$ cat src/hdl/pwli_pkg.sv
// shared constants and types of the piecewise linear interpolator
package pwli_pkg;

  localparam int MAX_POINTS = 16;
  localparam int VALUE_W    = 32;
  localparam int IDX_W      = (MAX_POINTS > 1) ? $clog2(MAX_POINTS) : 1;
  localparam int CNT_W      = $clog2(MAX_POINTS + 1);
  localparam int CFG_PIU_W  = 5;
  localparam int CFG_ADDR_W = 3;
  localparam int CFG_DATA_W = 32;
  localparam int PIDX_W     = 4;

  localparam int DIFF_W     = VALUE_W + 1;
  localparam int HALF_W     = DIFF_W / 2;
  localparam int HI_W       = DIFF_W - HALF_W;
  localparam int PP_W       = DIFF_W + HI_W;
  localparam int PROD_W     = 2 * DIFF_W;
  localparam int DCNT_W     = $clog2(DIFF_W + 1);

  localparam logic OP_LOAD = 1'b0;
  localparam logic OP_EVAL = 1'b1;

  localparam logic STATUS_OK    = 1'b0;
  localparam logic STATUS_EMPTY = 1'b1;

  localparam logic REG_POINTS_IN_USE = 1'b0;

  typedef enum logic [2:0] {
    ST_IDLE,
    ST_SRCH,
    ST_MUL0,
    ST_MUL1,
    ST_DIV,
    ST_FIN
  } pwli_state_t;

endpackage

$ cat src/hdl/piecewise_linear_interpolator.sv
// piecewise linear interpolator: breakpoint table, segment search, multiply and divide
//
// A load word (opcode 0) writes one breakpoint and busy stays low.
// An evaluate word (opcode 1) scans the table one entry per cycle, from slot 0,
// through the x memory's single read port. With an empty table the result follows
// in the cycle after acceptance. A hit on slot 0, or a query above the last used x,
// finishes with the y value of the slot where the scan stops.
// Otherwise a 33x17 multiply in ST_MUL0 and ST_MUL1, a restoring divider giving one
// quotient bit per cycle and the final add in ST_FIN follow. The result is shown
// on the out_ ports for one cycle, marked by out_valid, in the same cycle as busy
// falls; it cannot be held off, so a result must be taken when it appears. A new
// word may be started in that same cycle.
module piecewise_linear_interpolator (
  input  logic                                 clk,
  input  logic                                 rst_n,
  input  logic                                 start,
  output logic                                 busy,
  input  logic                                 in_opcode,
  input  logic [pwli_pkg::PIDX_W-1:0]          in_point_index,
  input  logic signed [pwli_pkg::VALUE_W-1:0]  in_x_value,
  input  logic signed [pwli_pkg::VALUE_W-1:0]  in_y_value,
  output logic                                 out_valid,
  output logic signed [pwli_pkg::VALUE_W-1:0]  out_y_result,
  output logic                                 out_status,
  input  logic                                 psel,
  input  logic                                 penable,
  input  logic                                 pwrite,
  input  logic [pwli_pkg::CFG_ADDR_W-1:0]      paddr,
  input  logic [pwli_pkg::CFG_DATA_W-1:0]      pwdata,
  output logic [pwli_pkg::CFG_DATA_W-1:0]      prdata,
  output logic                                 pready
);
  import pwli_pkg::*;

  logic signed [VALUE_W-1:0] x_mem [MAX_POINTS];
  logic signed [VALUE_W-1:0] y_mem [MAX_POINTS];
  logic signed [VALUE_W-1:0] x_rd_r, y_rd_r;
  logic [IDX_W-1:0]          rd_addr;
  logic                      wr_en;
  logic [IDX_W-1:0]          wr_addr;

  pwli_state_t state_r, state_nxt;
  logic [IDX_W-1:0]          k_r, k_nxt;
  logic signed [VALUE_W-1:0] q_r, q_nxt;
  logic signed [VALUE_W-1:0] x_prev_r, x_prev_nxt;
  logic signed [VALUE_W-1:0] y_prev_r, y_prev_nxt;
  logic                      neg_r, neg_nxt;
  logic [DIFF_W-1:0]         a_r, a_nxt;
  logic [DIFF_W-1:0]         b_r, b_nxt;
  logic [DIFF_W-1:0]         dx_r, dx_nxt;
  logic [PROD_W-1:0]         acc_r, acc_nxt;
  logic [DIFF_W-1:0]         rem_r, rem_nxt;
  logic [DIFF_W-1:0]         dq_r, dq_nxt;
  logic [DCNT_W-1:0]         cnt_r, cnt_nxt;
  logic                      out_valid_r, out_valid_nxt;
  logic signed [VALUE_W-1:0] out_y_r, out_y_nxt;
  logic                      out_status_r, out_status_nxt;
  logic [CFG_PIU_W-1:0]      piu_r, piu_nxt;

  logic                      accept;
  logic                      cfg_wr;
  logic [CNT_W-1:0]          n_eff;
  logic signed [DIFF_W-1:0]  dy_s, dx_s, t_s;
  logic [HI_W-1:0]           mul_b;
  logic [PP_W-1:0]           pp;
  logic [PROD_W-1:0]         prod_full;
  logic [DIFF_W:0]           trial;
  logic [DIFF_W-1:0]         qv;
  logic [DIFF_W-1:0]         sum;

  assign accept = start && !busy;
  assign busy   = (state_r != ST_IDLE);
  assign cfg_wr = psel && penable && pwrite && pready;
  assign pready = 1'b1;
  assign prdata = (paddr[2] == REG_POINTS_IN_USE) ? CFG_DATA_W'(piu_r) : '0;

  assign out_valid    = out_valid_r;
  assign out_y_result = out_y_r;
  assign out_status   = out_status_r;

  assign n_eff = (int'(piu_r) > MAX_POINTS) ? CNT_W'(MAX_POINTS) : CNT_W'(piu_r);

  assign wr_en   = accept && (in_opcode == OP_LOAD) && (int'(in_point_index) < MAX_POINTS);
  assign wr_addr = IDX_W'(in_point_index);
  assign rd_addr = (state_r == ST_SRCH) ? IDX_W'(k_r + IDX_W'(1)) : '0;

  // breakpoint tables
  always_ff @(posedge clk) begin
    if (wr_en) begin
      x_mem[wr_addr] <= in_x_value;
      y_mem[wr_addr] <= in_y_value;
    end
    x_rd_r <= x_mem[rd_addr];
    y_rd_r <= y_mem[rd_addr];
  end

  assign dy_s = {y_rd_r[VALUE_W-1], y_rd_r} - {y_prev_r[VALUE_W-1], y_prev_r};
  assign dx_s = {x_rd_r[VALUE_W-1], x_rd_r} - {x_prev_r[VALUE_W-1], x_prev_r};
  assign t_s  = {q_r[VALUE_W-1], q_r} - {x_prev_r[VALUE_W-1], x_prev_r};

  // shared multiplier, low half then high half of the offset
  assign mul_b     = (state_r == ST_MUL0) ? HI_W'(b_r[HALF_W-1:0]) : b_r[DIFF_W-1:HALF_W];
  assign pp        = PP_W'(a_r) * PP_W'(mul_b);
  assign prod_full = acc_r + (PROD_W'(pp) << HALF_W);

  assign trial = {rem_r, dq_r[DIFF_W-1]} - {1'b0, dx_r};
  assign qv    = (dx_r == '0) ? '0 : dq_r;
  assign sum   = {y_prev_r[VALUE_W-1], y_prev_r} + (neg_r ? (~qv + DIFF_W'(1)) : qv);

  always_comb begin
    state_nxt      = state_r;
    k_nxt          = k_r;
    q_nxt          = q_r;
    x_prev_nxt     = x_prev_r;
    y_prev_nxt     = y_prev_r;
    neg_nxt        = neg_r;
    a_nxt          = a_r;
    b_nxt          = b_r;
    dx_nxt         = dx_r;
    acc_nxt        = acc_r;
    rem_nxt        = rem_r;
    dq_nxt         = dq_r;
    cnt_nxt        = cnt_r;
    out_valid_nxt  = 1'b0;
    out_y_nxt      = out_y_r;
    out_status_nxt = out_status_r;
    piu_nxt        = piu_r;

    if (cfg_wr && (paddr[2] == REG_POINTS_IN_USE)) begin
      piu_nxt = pwdata[CFG_PIU_W-1:0];
    end

    case (state_r)
      ST_IDLE: begin
        if (accept && (in_opcode == OP_EVAL)) begin
          q_nxt = in_x_value;
          k_nxt = '0;
          if (n_eff == '0) begin
            out_valid_nxt  = 1'b1;
            out_y_nxt      = '0;
            out_status_nxt = STATUS_EMPTY;
          end else begin
            state_nxt = ST_SRCH;
          end
        end
      end
      ST_SRCH: begin
        if (x_rd_r >= q_r) begin
          if (k_r == '0) begin
            out_valid_nxt  = 1'b1;
            out_y_nxt      = y_rd_r;
            out_status_nxt = STATUS_OK;
            state_nxt      = ST_IDLE;
          end else begin
            neg_nxt   = dy_s[DIFF_W-1];
            a_nxt     = dy_s[DIFF_W-1] ? (~dy_s + DIFF_W'(1)) : dy_s;
            b_nxt     = t_s[DIFF_W-1] ? '0 : t_s;
            dx_nxt    = dx_s[DIFF_W-1] ? '0 : dx_s;
            state_nxt = ST_MUL0;
          end
        end else if (CNT_W'(k_r) + CNT_W'(1) == n_eff) begin
          out_valid_nxt  = 1'b1;
          out_y_nxt      = y_rd_r;
          out_status_nxt = STATUS_OK;
          state_nxt      = ST_IDLE;
        end else begin
          x_prev_nxt = x_rd_r;
          y_prev_nxt = y_rd_r;
          k_nxt      = k_r + IDX_W'(1);
        end
      end
      ST_MUL0: begin
        acc_nxt   = PROD_W'(pp);
        state_nxt = ST_MUL1;
      end
      ST_MUL1: begin
        rem_nxt   = prod_full[PROD_W-1:DIFF_W];
        dq_nxt    = prod_full[DIFF_W-1:0];
        cnt_nxt   = '0;
        state_nxt = ST_DIV;
      end
      ST_DIV: begin
        if (!trial[DIFF_W]) begin
          rem_nxt = trial[DIFF_W-1:0];
        end else begin
          rem_nxt = {rem_r[DIFF_W-2:0], dq_r[DIFF_W-1]};
        end
        dq_nxt  = {dq_r[DIFF_W-2:0], ~trial[DIFF_W]};
        cnt_nxt = cnt_r + DCNT_W'(1);
        if (cnt_r == DCNT_W'(DIFF_W - 1)) begin
          state_nxt = ST_FIN;
        end
      end
      ST_FIN: begin
        out_valid_nxt  = 1'b1;
        out_y_nxt      = sum[VALUE_W-1:0];
        out_status_nxt = STATUS_OK;
        state_nxt      = ST_IDLE;
      end
      default: begin
        state_nxt = ST_IDLE;
      end
    endcase
  end

  always_ff @(posedge clk) begin
    if (!rst_n) begin
      state_r     <= ST_IDLE;
      out_valid_r <= 1'b0;
      piu_r       <= '0;
    end else begin
      state_r     <= state_nxt;
      out_valid_r <= out_valid_nxt;
      piu_r       <= piu_nxt;
    end
  end

  always_ff @(posedge clk) begin
    k_r          <= k_nxt;
    q_r          <= q_nxt;
    x_prev_r     <= x_prev_nxt;
    y_prev_r     <= y_prev_nxt;
    neg_r        <= neg_nxt;
    a_r          <= a_nxt;
    b_r          <= b_nxt;
    dx_r         <= dx_nxt;
    acc_r        <= acc_nxt;
    rem_r        <= rem_nxt;
    dq_r         <= dq_nxt;
    cnt_r        <= cnt_nxt;
    out_y_r      <= out_y_nxt;
    out_status_r <= out_status_nxt;
  end

`ifndef NO_ASSERTIONS
  // a result only follows an evaluate word or work in progress
  a_result_source: assert property (@(posedge clk) disable iff (!rst_n)
    out_valid |-> $past(busy || (start && (in_opcode == OP_EVAL))))
    else $error("result word without an evaluate word");

  // a load word never yields a result
  a_load_silent: assert property (@(posedge clk) disable iff (!rst_n)
    (start && !busy && (in_opcode == OP_LOAD)) |=> !out_valid)
    else $error("result word after a load word");

  // the segment width is positive once a segment is chosen
  a_dx_positive: assert property (@(posedge clk) disable iff (!rst_n)
    (state_r == ST_MUL0) |-> (dx_r != '0))
    else $error("zero segment width");

  // the quotient never exceeds the y step
  a_quot_bound: assert property (@(posedge clk) disable iff (!rst_n)
    (state_r == ST_FIN) |-> (dq_r <= a_r))
    else $error("quotient above y step");
`endif

endmodule

$ cat config.mk
export PLATFORM = sky130hd
export DESIGN_NAME = piecewise_linear_interpolator
export DESIGN_NICKNAME = d
export VERILOG_FILES = /design/src/hdl/pwli_pkg.sv /design/src/hdl/piecewise_linear_interpolator.sv
export SDC_FILE = /design/constraint.sdc
export NUM_CORES = 2
export LEC_CHECK = 0
export BUFFER_PORTS_ARGS = -buffer_cell sky130_fd_sc_hd__buf_2
export CAP_MARGIN = 20
export CORE_MARGIN = 4
export CORE_UTILIZATION = 45
export DETAILED_ROUTE_END_ITERATION = 6
export MAX_ROUTING_LAYER = met4
export PLACE_DENSITY_LB_ADDON = 0.2
export SYNTH_ARGS = -nofsm -noshare
export SYNTH_HDL_FRONTEND = slang
export SYNTH_SLANG_ARGS = --single-unit
$ cat constraint.sdc
create_clock -name clk -period 28.7 [get_ports clk]
set_input_delay 2.87 -clock clk [delete_from_list [all_inputs] [get_ports clk]]
set_output_delay 2.87 -clock clk [all_outputs]
set_load 0.02 [all_outputs]
==> metrics.md <==
| Metric | Value |
|---|---|
| Status | `finished clean` |
| Syn avg cell area | `11.3 um^2` |
| Worst Tran Pin Value | `1.08 ns` |
| Worst endpoint required time | `29.24 ns` |
| WHS | `0.458 ns` |
| Cts repair resizes | `0` |
| DR iter-0 viols | `3895` |
| CTS tree | `yes` |
| Setup-failing EPs final | `0` |
| Period utilization | `37.4%` |
| Crit path arrival time | `11.27 ns` |
| Clock skew | `0.0501 ns` |
| Synth top area share | `48.8%` |
| Hold Buf Count CTS | `0` |
| Initial Utilization | `45.2%` |
| Remaining Overflow, GRT | `0` |
| Register bit count reported by yosys | `1450` |
| CP Capture Type | `flop` |
| # nets final | `8429` |
| First-pass DRT Iterations | `7` |
| Reg clk slew, reported paths | `0.06 ns` |
| FFs w/ async S/R, synth | `0%` |
| Routed via count | `56971` |
| Max frequency | `93.2 MHz` |
| RSZ-0062 raised after global routing | `no` |
| Worst Setup Start Kind | `flop` |
| Worst-path maximum fanout | `66` |
| Slew Limit Fails | `0` |
| Tot GR Track Use | `23.3%` |
| Worst Path Class, Setup | `flop to flop` |
| PwrDens | `104 nW/um^2` |
| Yosys warning count | `0` |
| Crit path top cell by count | `fa_1` |
| Min Clock Period, post-route | `10.73 ns` |
| Final HPWL DP | `148 mm` |
| Post-synth top cells | `1377 x edfxtp_1, 1088 x nand2_1, 693 x inv_1, 440 x fa_1, 406 x and2_1` |
| Worst Hold Path Cells | `0` |
| Leak | `0.0357 uW` |
| Yosys top cell by area | `edfxtp_1` |
| H-tree levels | `4` |
| Crit-path max cell delay | `0.72 ns` |
| Post-synth EDFFs | `1377` |
| Most frequent cell after synthesis | `edfxtp_1` |
| Slowest-stage cell, CP | `buf_4` |
| Routed WL | `224 mm` |
| Die height | `442 um` |
| Largest net degree at the start of global routing | `185` |
| Mapped cell area | `84800 um^2` |
| P&R area growth vs syn | `9.63%` |
| I/O pin total | `178` |
| Synth Flop Type | `edfxtp_1` |
| Final hold vios | `0` |
| Max cap viols | `0` |
| CTS buffer count | `151` |
| # port buffers | `120` |
| Post-CTS setup buffer count | `0` |
| Slew margin rel. | `27.7%` |
| Top post-synthesis cells by area | `edfxtp_1 49%, fa_1 10%, ha_1 5.7%` |
| Post-route ant nets | `0` |
| Die footprint | `195000 um^2` |
| Min-delay worst type | `flop to flop` |
| Reg2Reg Depth | `32` |
| Clk Latency, worst-skew pair | `0.81 ns` |
| Avg WL per Cell | `22.2 um` |
| Sequential-to-total area share from yosys stat | `50.5%` |
| Max Buffers Root-to-Sink | `3` |
| Routed vias/inst | `5.63` |
| Yosys cell types | `99` |
| Antenna violations before repair | `25` |
| Fin Setup TNS | `0 ns` |
| Clock sink total | `1450` |
| Rows | `159` |
| Residual DRC | `0` |
| Peak supply drop | `0.170 mV` |
| Fraction of layout cells with a size suffix above 1 | `6.87%` |
| Area of the core | `188000 um^2` |
| First-pass GRT wire length | `345 mm` |
| Vias in the first global route | `56983` |
| Instance count of the mapped netlist | `7506` |
| Clock root buffer | `clkbuf_16` |
| Die X | `442 um` |
| Gp weighted congestion | `0.917` |
per-stage QoR:
step	cells	util, %	power (uW)	instance area [um^2]	setup slack [ns]
CTS	10110	49.5	9700	92900	17.96
detailed placement	9838	46.9	7680	87900	17.97
finish	10125	49.5	9700	92900	17.97
global route	10123	49.5	10300	92900	17.28
global placement	9838	46.9	7660	87900	18.03
floorplan	7532	-	6260	84900	17.70
registers in the layout, summed over array words and instances, names as in the netlist, 33 cells and up:
register / count
dq_r: 33
acc_r: 50
y_mem: 512
a_r: 33
rem_r: 33
x_mem: 512
logic make-up after synthesis:
group,share of synthesized area [%]
compound gates,12.4
xor+xnor,2.61
fa+ha+maj,16.0
buf+inv,4.97
flops,50.5
mux,0.794
other cells,0.00886
simple gates,12.6
cell usage in the layout, fill, tap and decap left out, drive strengths merged, types with 19 or more instances in the layout:
cell / n
nor3: 69
fa: 440
nor2: 284
conb: 28
and3: 31
dfxtp: 73
mux2i: 47
nor4: 19
and2: 408
xor2: 119
nor2b: 118
ha: 383
edfxtp: 1377
a311oi: 137
o31ai: 19
a211oi: 359
nand2: 1089
nand2b: 52
o21a: 42
inv: 701
o21ai: 181
o211ai: 22
nand3: 64
o21bai: 24
a21oi: 405
clkbuf: 201
a31oi: 155
a21o: 111
xnor2: 134
nand4: 34
buf: 204
clkinv: 50
final cells by class:
class,instances,area [um^2]
Fill cell,16681,94700
Clock buffer,201,4200
Clock inverter,71,776
Inverter,696,2630
Antenna cell,15,37.5
Sequential cell,1450,42800
Multi-Input combinational cell,4993,38100
Tap cell,2495,3120
Timing Repair Buffer,204,1280
report_power, final:
group          internal [uW]  switching, uW
registers               2640           33.6
clock network           1130            826
logic                   1870           3190
total                   5650           4050
final timing paths:
path | slack, ns | endpoint | start
max | 17.97 | rem_r[24] | state_r[1]
min | 0.46 | x_prev_r[0] | x_rd_r[0]
max reg2reg | 17.97 | rem_r[24] | state_r[1]
min reg2reg | 0.46 | x_prev_r[0] | x_rd_r[0]
routing by layer:
metal / routed length (um) / global-route usage [%] / up-vias / share of wire [%]
li1: - / - / 26496 / -
met1: 97300 / 30.5 / 28663 / 43
met2: 110000 / 38.6 / 1510 / 49
met3: 11700 / 3.10 / 302 / 5.2
met4: 5800 / 6.26 / 0 / 2.6
met5: 0 / - / - / 0
critical path: cells and delay by family, from the launching register on:
kind,cells,cell delay (ns)
xor gates and xnor gates,2,0.35
AOI/OAI and AO/OA,10,2.53
DFF,1,0.47
muxes,2,0.58
and+or+nand+nor,7,1.39
buffers and inverters,3,1.19
adders and majority gates,8,3.86
Note: power is estimated with default switching activity, not from simulation.
